### config.mk
export PLATFORM = sky130hd
export DESIGN_NAME = etb_cell
export DESIGN_NICKNAME = d
export VERILOG_FILES = /design/src/rtl/elapsed_timer_bank_unit_macros.svh /design/src/rtl/etb_pkg.sv /design/src/rtl/etb_cell.sv
export SDC_FILE = /design/constraint.sdc
export NUM_CORES = 1
export LEC_CHECK = 0
export ABC_AREA = 1
export ABC_CLOCK_PERIOD_IN_PS = 19600
export BUFFER_PORTS_ARGS = -buffer_cell sky130_fd_sc_hd__clkbuf_2
export CELL_PAD_IN_SITES_DETAIL_PLACEMENT = 1
export CELL_PAD_IN_SITES_GLOBAL_PLACEMENT = 1
export CORE_MARGIN = 5
export CORE_UTILIZATION = 44
export DETAILED_ROUTE_END_ITERATION = 10
export PLACE_DENSITY_LB_ADDON = 0.1
export SETUP_SLACK_MARGIN = 0.15
export SKIP_LAST_GASP = 1
export SLEW_MARGIN = 5
export SYNTH_ARGS = -nofsm -noshare
export SYNTH_HDL_FRONTEND = slang
export SYNTH_SLANG_ARGS = --single-unit
### constraint.sdc
create_clock -name clk -period 19.6 [get_ports clk]
set_input_delay 0 -clock clk [delete_from_list [all_inputs] [get_ports clk]]
set_output_delay 0 -clock clk [all_outputs]
set_load 0.01 [all_outputs]
### src/rtl/elapsed_timer_bank_unit_macros.svh
// ----------------------------------------------------------------------------
// Elapsed timer bank assertion macros
// Shared concurrent assertion forms, sampled on clk, held off during rst.
// ----------------------------------------------------------------------------
`ifndef ELAPSED_TIMER_BANK_UNIT_MACROS_SVH
`define ELAPSED_TIMER_BANK_UNIT_MACROS_SVH

// condition holds at every edge
`define ETB_ASSERT_ALWAYS(name, cond, msg) \
  name: assert property (@(posedge clk) disable iff (rst) (cond)) else $error(msg);

// antecedent at one edge implies consequent at the next
`define ETB_ASSERT_NEXT(name, ante, cons, msg) \
  name: assert property (@(posedge clk) disable iff (rst) (ante) |=> (cons)) \
    else $error(msg);

`endif

### src/rtl/etb_pkg.sv
// ----------------------------------------------------------------------------
// Elapsed timer bank package
// Shared constants, request and result codes, and the chain token types.
// ----------------------------------------------------------------------------
package etb_pkg;

  localparam int TIMER_SLOTS = 16;

  localparam int COUNT_W = 24;
  localparam int STAMP_W = 32;
  localparam int ID_W    = 16;
  localparam int REQ_W   = 3;
  localparam int IDX_W   = 4;
  localparam int CODE_W  = 2;
  localparam int STALE_W = 8;

  localparam logic [COUNT_W-1:0] COUNT_MAX   = {COUNT_W{1'b1}};
  localparam logic [STALE_W-1:0] STALE_RESET = 8'd10;

  localparam logic [REQ_W-1:0] REQ_LOAD  = 3'd0;
  localparam logic [REQ_W-1:0] REQ_ZERO  = 3'd1;
  localparam logic [REQ_W-1:0] REQ_START = 3'd2;
  localparam logic [REQ_W-1:0] REQ_STOP  = 3'd3;
  localparam logic [REQ_W-1:0] REQ_TICK  = 3'd4;

  localparam logic [CODE_W-1:0] RC_OK        = 2'd0;
  localparam logic [CODE_W-1:0] RC_NOT_FOUND = 2'd1;
  localparam logic [CODE_W-1:0] RC_EXPIRED   = 2'd2;
  localparam logic [CODE_W-1:0] RC_DONE      = 2'd3;

  typedef struct packed {
    logic               valid;
    logic [REQ_W-1:0]   req;
    logic [ID_W-1:0]    id;
    logic [STAMP_W-1:0] now;
    logic [COUNT_W-1:0] init_count;
    logic [COUNT_W-1:0] init_limit;
    logic [STAMP_W-1:0] init_stamp;
    logic               init_active;
    logic               init_used;
    logic               load_pend;
    logic [IDX_W-1:0]   load_left;
    logic               found;
  } etb_token_t;

  typedef struct packed {
    logic            expire;
    logic [ID_W-1:0] id;
  } etb_hit_t;

endpackage

### src/rtl/etb_cell.sv
// ----------------------------------------------------------------------------
// Elapsed timer bank slot cell
// Holds one timer slot, serves the request token passing through it and
// hands the updated token to the next cell.
// ----------------------------------------------------------------------------
module etb_cell
  import etb_pkg::*;
(
  input  logic               clk,
  input  logic               rst,
  input  logic               adv,
  input  logic [STALE_W-1:0] stale_limit,
  input  etb_token_t         tok_in,
  output etb_token_t         tok_out,
  output etb_hit_t           hit
);

  etb_token_t         tok;
  logic [ID_W-1:0]    key;
  logic [COUNT_W-1:0] count;
  logic [COUNT_W-1:0] limit;
  logic [STAMP_W-1:0] stamp;
  logic               running;
  logic               used;

  logic [STAMP_W-1:0] diff;
  logic [STAMP_W:0]   sum;
  logic [COUNT_W-1:0] nv_sat;
  logic [COUNT_W-1:0] nv;
  logic               expire;
  logic               is_tick;
  logic               first_run;
  logic               moves;
  logic               lookup_hit;
  logic               load_hit;

  always_comb begin
    diff   = tok.now - stamp;
    sum    = {{(STAMP_W+1-COUNT_W){1'b0}}, count} + {1'b0, diff};
    nv_sat = (sum >= {{(STAMP_W+1-COUNT_W){1'b0}}, COUNT_MAX}) ? COUNT_MAX
                                                               : sum[COUNT_W-1:0];
    nv     = (diff >= {{(STAMP_W-STALE_W){1'b0}}, stale_limit}) ? '0 : nv_sat;
    expire = (nv >= limit);

    is_tick    = tok.valid && (tok.req == REQ_TICK) && used && running;
    first_run  = (stamp == '0);
    moves      = is_tick && !first_run && (diff != '0);
    lookup_hit = tok.valid && (tok.req inside {REQ_ZERO, REQ_START, REQ_STOP}) &&
                 !tok.found && used && (key == tok.id);
    load_hit   = tok.valid && (tok.req == REQ_LOAD) && tok.load_pend &&
                 (tok.load_left == '0);

    hit.expire = moves && expire;
    hit.id     = (moves && expire) ? key : '0;

    tok_out = tok;
    if (lookup_hit) begin
      tok_out.found = 1'b1;
    end
    if (tok.load_pend) begin
      if (tok.load_left == '0) begin
        tok_out.load_pend = 1'b0;
      end else begin
        tok_out.load_left = tok.load_left - IDX_W'(1);
      end
    end
  end

  always_ff @(posedge clk) begin
    if (rst) begin
      tok.valid <= 1'b0;
      key       <= '0;
      count     <= '0;
      limit     <= '0;
      stamp     <= '0;
      used      <= 1'b0;
      running   <= 1'b0;
    end else if (adv) begin
      tok <= tok_in;
      if (load_hit) begin
        key     <= tok.id;
        count   <= tok.init_count;
        limit   <= tok.init_limit;
        stamp   <= tok.init_stamp;
        running <= tok.init_active;
        used    <= tok.init_used;
      end else if (lookup_hit) begin
        count <= '0;
        stamp <= tok.now;
        if (tok.req == REQ_START) begin
          running <= 1'b1;
        end else if (tok.req == REQ_STOP) begin
          running <= 1'b0;
        end
      end else if (is_tick) begin
        if (first_run) begin
          count <= {{(COUNT_W-1){1'b0}}, 1'b1};
          stamp <= tok.now;
        end else if (moves) begin
          count <= expire ? '0 : nv;
          stamp <= tok.now;
        end
      end
    end
  end

endmodule

==> impl_summary.log <==
INFO  metric result_of_the_run = finished, final reports clean
INFO  metric worstSetupPathDepth = 36
INFO  metric groute.usage.overall = ~28%
INFO  metric setup_repair_after_global_routing_missed_its_margin = false
INFO  metric timing_worst_setup_path_type = reg2out
INFO  metric data_arrival_time_of_the_critical_path = around 8.5 ns
INFO  metric cts_setup_buffers = 0
INFO  metric finalCriticalPeriod = 8.525 ns
INFO  metric gp_congestion = 0.9798
INFO  metric final-hold-violation-count = 0
INFO  metric delay_of_the_slowest_critical_path_stage = between 0.6 and 0.7 ns
INFO  metric grt_max_degree = 78
INFO  metric final_tns_setup = 0 ns
INFO  metric mostFrequentLayoutCell = sky130_fd_sc_hd__nand2_1
INFO  metric mapped_area = approximately 15000 um2
INFO  metric finalClockSkew = 0.04332 ns
INFO  metric global_route.overflow_total = 0
INFO  metric critPathMostFrequentCell = sky130_fd_sc_hd__nand2_1
INFO  metric postSynthCellCount = 1960
INFO  metric worst_hold_path.num_cells = 3
INFO  metric timing.critical_path.slowest_stage_cell = sky130_fd_sc_hd__nand4_1
INFO  metric areaGrowthSynthToFinish = 21.75%
INFO  metric net_count_after_synthesis = 2203
INFO  metric die_height = 195.8 um
INFO  metric period_share = 43.50%
INFO  metric cts_sinks = 238
INFO  metric holdBufCountCts = between 100 and 150
INFO  metric cts_resized = 0
INFO  metric cts-root-buf = sky130_fd_sc_hd__clkbuf_16
INFO  metric starting_utilization_of_the_core_area = 44.31%
INFO  metric placed_cell_area = around 16000 um2
INFO  metric cp.required = a little under 20 ns
INFO  metric setup.worst_path.end_class = primary output
INFO  metric crit_end = hit[9]
INFO  metric synth_async_sr_flop_share = 0%
INFO  metric die_area = 38340 um2
INFO  metric clk-insertion-delay-late = a little under 0.6 ns
INFO  metric netlist-cell-type-count = 44
INFO  metric final_layout_fill_cell_count = 4249
INFO  metric place.port_buffers = approximately 310
INFO  metric synth.ff_latch_count = 238
INFO  metric detailroute.via_count = between 10000 and 15000
INFO  metric fp.coreArea = 34290 um2
INFO  metric crit_family = simple AND/OR/NAND/NOR gates
INFO  metric highest_count_cells_in_the_layout_ignoring_fill_and_taps = sky130_fd_sc_hd__nand2_1 (510), sky130_fd_sc_hd__clkbuf_2 (307), sky130_fd_sc_hd__inv_1 (284), sky130_fd_sc_hd__a21oi_1 (148), sky130_fd_sc_hd__nor2_1 (145)
INFO  metric antenna_cells_inserted = 0
INFO  metric timing_worst_slew_pin_value = between 1 and 1.5 ns
INFO  metric route.detailed.wl_per_inst = between 20 and 25 um
INFO  metric drt_drc_violations_left = 0
INFO  metric synth-seq-area-share = 40.52%
INFO  metric first_global_vias = 15080
INFO  metric ys_dominant_reg_cell = sky130_fd_sc_hd__edfxtp_1
INFO  metric hold-worst-slack = 0.06377 ns
INFO  metric row_count = 68
INFO  metric cts_max_level = 1
INFO  metric maximum_fanout_encountered_on_the_critical_timing_path = 17
INFO  metric power.ir.vdd_worst = between 0.1 and 0.15 mV
INFO  metric post-dp-hpwl = ~40000 um
INFO  metric cp-start-kind = flip-flop
INFO  metric r2r_end = count[22]
INFO  metric synth_edf_count = 139
INFO  metric detail-route-antenna-nets = 0
INFO  metric die_w = 195.8 um
INFO  metric stdcell_area = 18500 um2
INFO  metric setup_viol = 0
INFO  metric nets = between 2000 and 3000
INFO  metric worstReg2RegStart = tok_out[98]
INFO  metric fmax = 0.1173 GHz
INFO  metric numCtsBuffers = 28
INFO  metric final_max_slew_viol_count = 0
INFO  metric num_ports = 308
INFO  metric vias_per_cell = 5.229
INFO  metric dr.first_iter.drc_count = 858
INFO  metric yosysWarningCount = 0
INFO  metric clkTransAtPathRegs = 0.06 ns
INFO  metric pre_antenna_drt_iters = 5
INFO  metric drt_wl_total = ~55000 um
INFO  metric r2r.worst_path.cells = 38
INFO  metric final_layout_size_suffix_gt1_share = about 18%
INFO  metric min_path_type = in2reg
INFO  metric grt_antenna_before_repair = 5
INFO  metric first_pass_grt_wire_length = around 85000 um
INFO  metric number_of_buffer_and_inverter_instances_along_the_worst_setup_path = 6
INFO  metric ff2ff_setup_slack = 11.49 ns
INFO  metric tritoncts_clock_tree = done
INFO  metric drv.max_cap_violation_count = 0
INFO  metric critical_path.startpoint = tok_out[98]
INFO  metric power.leakage = ~8.8 nW
INFO  metric postSynthAreaPerCell = 7.751 um2
INFO  metric power.density = between 70 and 80 nW/um2
INFO  metric ctsLongestPathBuffers = 3
INFO  metric maxSlewHeadroom = between 20 and 30%
[sequential cells by signal, summed over array words and instances (netlist names)]
register  cells
count        24
key          16
limit        24
running       1
stamp        32
tok           6
tok_out     134
used          1
[metrics by stage]
| step | utilization (%) | cells | total power (W) | worst slack (ns) |
|---|---|---|---|---|
| after CTS | 53.94 | 2747 | 0.001313 | 11.23 |
| after global placement | 47.13 | 2552 | 0.0007740 | 11.75 |
| after global routing | 53.94 | 2747 | 0.001371 | 10.28 |
| after detailed placement | 47.13 | 2552 | 0.0007780 | 11.52 |
| final | 53.94 | 2747 | 0.001313 | 11.07 |
| after floorplan | - | 1960 | 0.0007166 | 12.67 |
[how the worst min path moves through the flow]
stage                     from     endpoint  slack (ns)
floorplan            tok_in[0]       tok[0]         0.1
global placement    tok_in[96]  tok_out[96]        0.18
detailed placement  tok_in[13]  tok_out[13]        0.18
CTS                        rst     limit[0]        0.02
global route               rst     limit[0]        0.09
finish                     rst     limit[0]        0.06
[layout make-up]
class | count | area, um2 | area share (%)
clock buffers | 43 | 807.0 | 4.363
clock inverters | 9 | 97.59 | 0.5276
inverters | 287 | 1077 | 5.824
multi-input cells | 1255 | 6746 | 36.47
flip-flops and latches | 238 | 6156 | 33.28
well taps | 455 | 569.3 | 3.078
repair buffers | 460 | 3043 | 16.45
[synth_stat cells (6+ instances only)]
library cell                 n  area share [%]
sky130_fd_sc_hd__inv_1     284             7.0
sky130_fd_sc_hd__dfxtp_1    99              13
sky130_fd_sc_hd__a211oi_2   29             2.4
sky130_fd_sc_hd__a31oi_1    10            0.41
sky130_fd_sc_hd__edfxtp_1  139              27
sky130_fd_sc_hd__o21ai_0    79             2.6
sky130_fd_sc_hd__buf_4     140             6.9
sky130_fd_sc_hd__nand3b_1    6            0.30
sky130_fd_sc_hd__a21oi_1   148             4.9
sky130_fd_sc_hd__nand3_1    69             2.3
sky130_fd_sc_hd__xnor2_1    26             1.5
sky130_fd_sc_hd__nand4_1    28             1.2
sky130_fd_sc_hd__ha_1       90             7.4
sky130_fd_sc_hd__clkbuf_1   30            0.74
sky130_fd_sc_hd__nand2_1   511              13
sky130_fd_sc_hd__nor3_1     16            0.53
sky130_fd_sc_hd__xor2_1     25             1.4
sky130_fd_sc_hd__or2_2       9            0.37
sky130_fd_sc_hd__nor2_1    147             3.6
sky130_fd_sc_hd__a211oi_1    6            0.30
sky130_fd_sc_hd__nor4_1      9            0.37
sky130_fd_sc_hd__o21ai_1    21            0.69
sky130_fd_sc_hd__buf_2       7            0.23
[logic make-up (layout without fill, tap and decap cells)]
group	Yosys count	after routing	share of synthesized area [%]
AO/OA/AOI/OAI	306	306	12.00
XOR/XNOR	51	51	2.940
adder cells (fa/ha/maj)	92	92	7.676
buffers and inverters	467	799	15.15
flip-flops	238	238	40.52
AND/OR/NAND/NOR	806	806	21.71
[tightest hold or removal path, stage by stage]
cell and delay (ns):
sky130_fd_sc_hd__clkbuf_2 0.09, sky130_fd_sc_hd__buf_4 0.30, sky130_fd_sc_hd__a21oi_1 0.20
[power breakdown]
group / leakage [nW] / internal, W / switching, W
clock: 0.438 / 0.000298 / 0.000218
sequential: 2.10 / 0.000553 / 0.0000165
combinational: 6.30 / 0.0000864 / 0.000142
[routing by layer]
| layer | GRT usage [%] | share of wire (%) |
|---|---|---|
| met5 | 0 | 0.12 |
| met4 | 7.861 | 2.8 |
| met3 | 5.392 | 6.1 |
| met2 | 47.12 | 48 |
| met1 | 36.21 | 43 |
No activity file was read; power rests on OpenSTA's default activity.
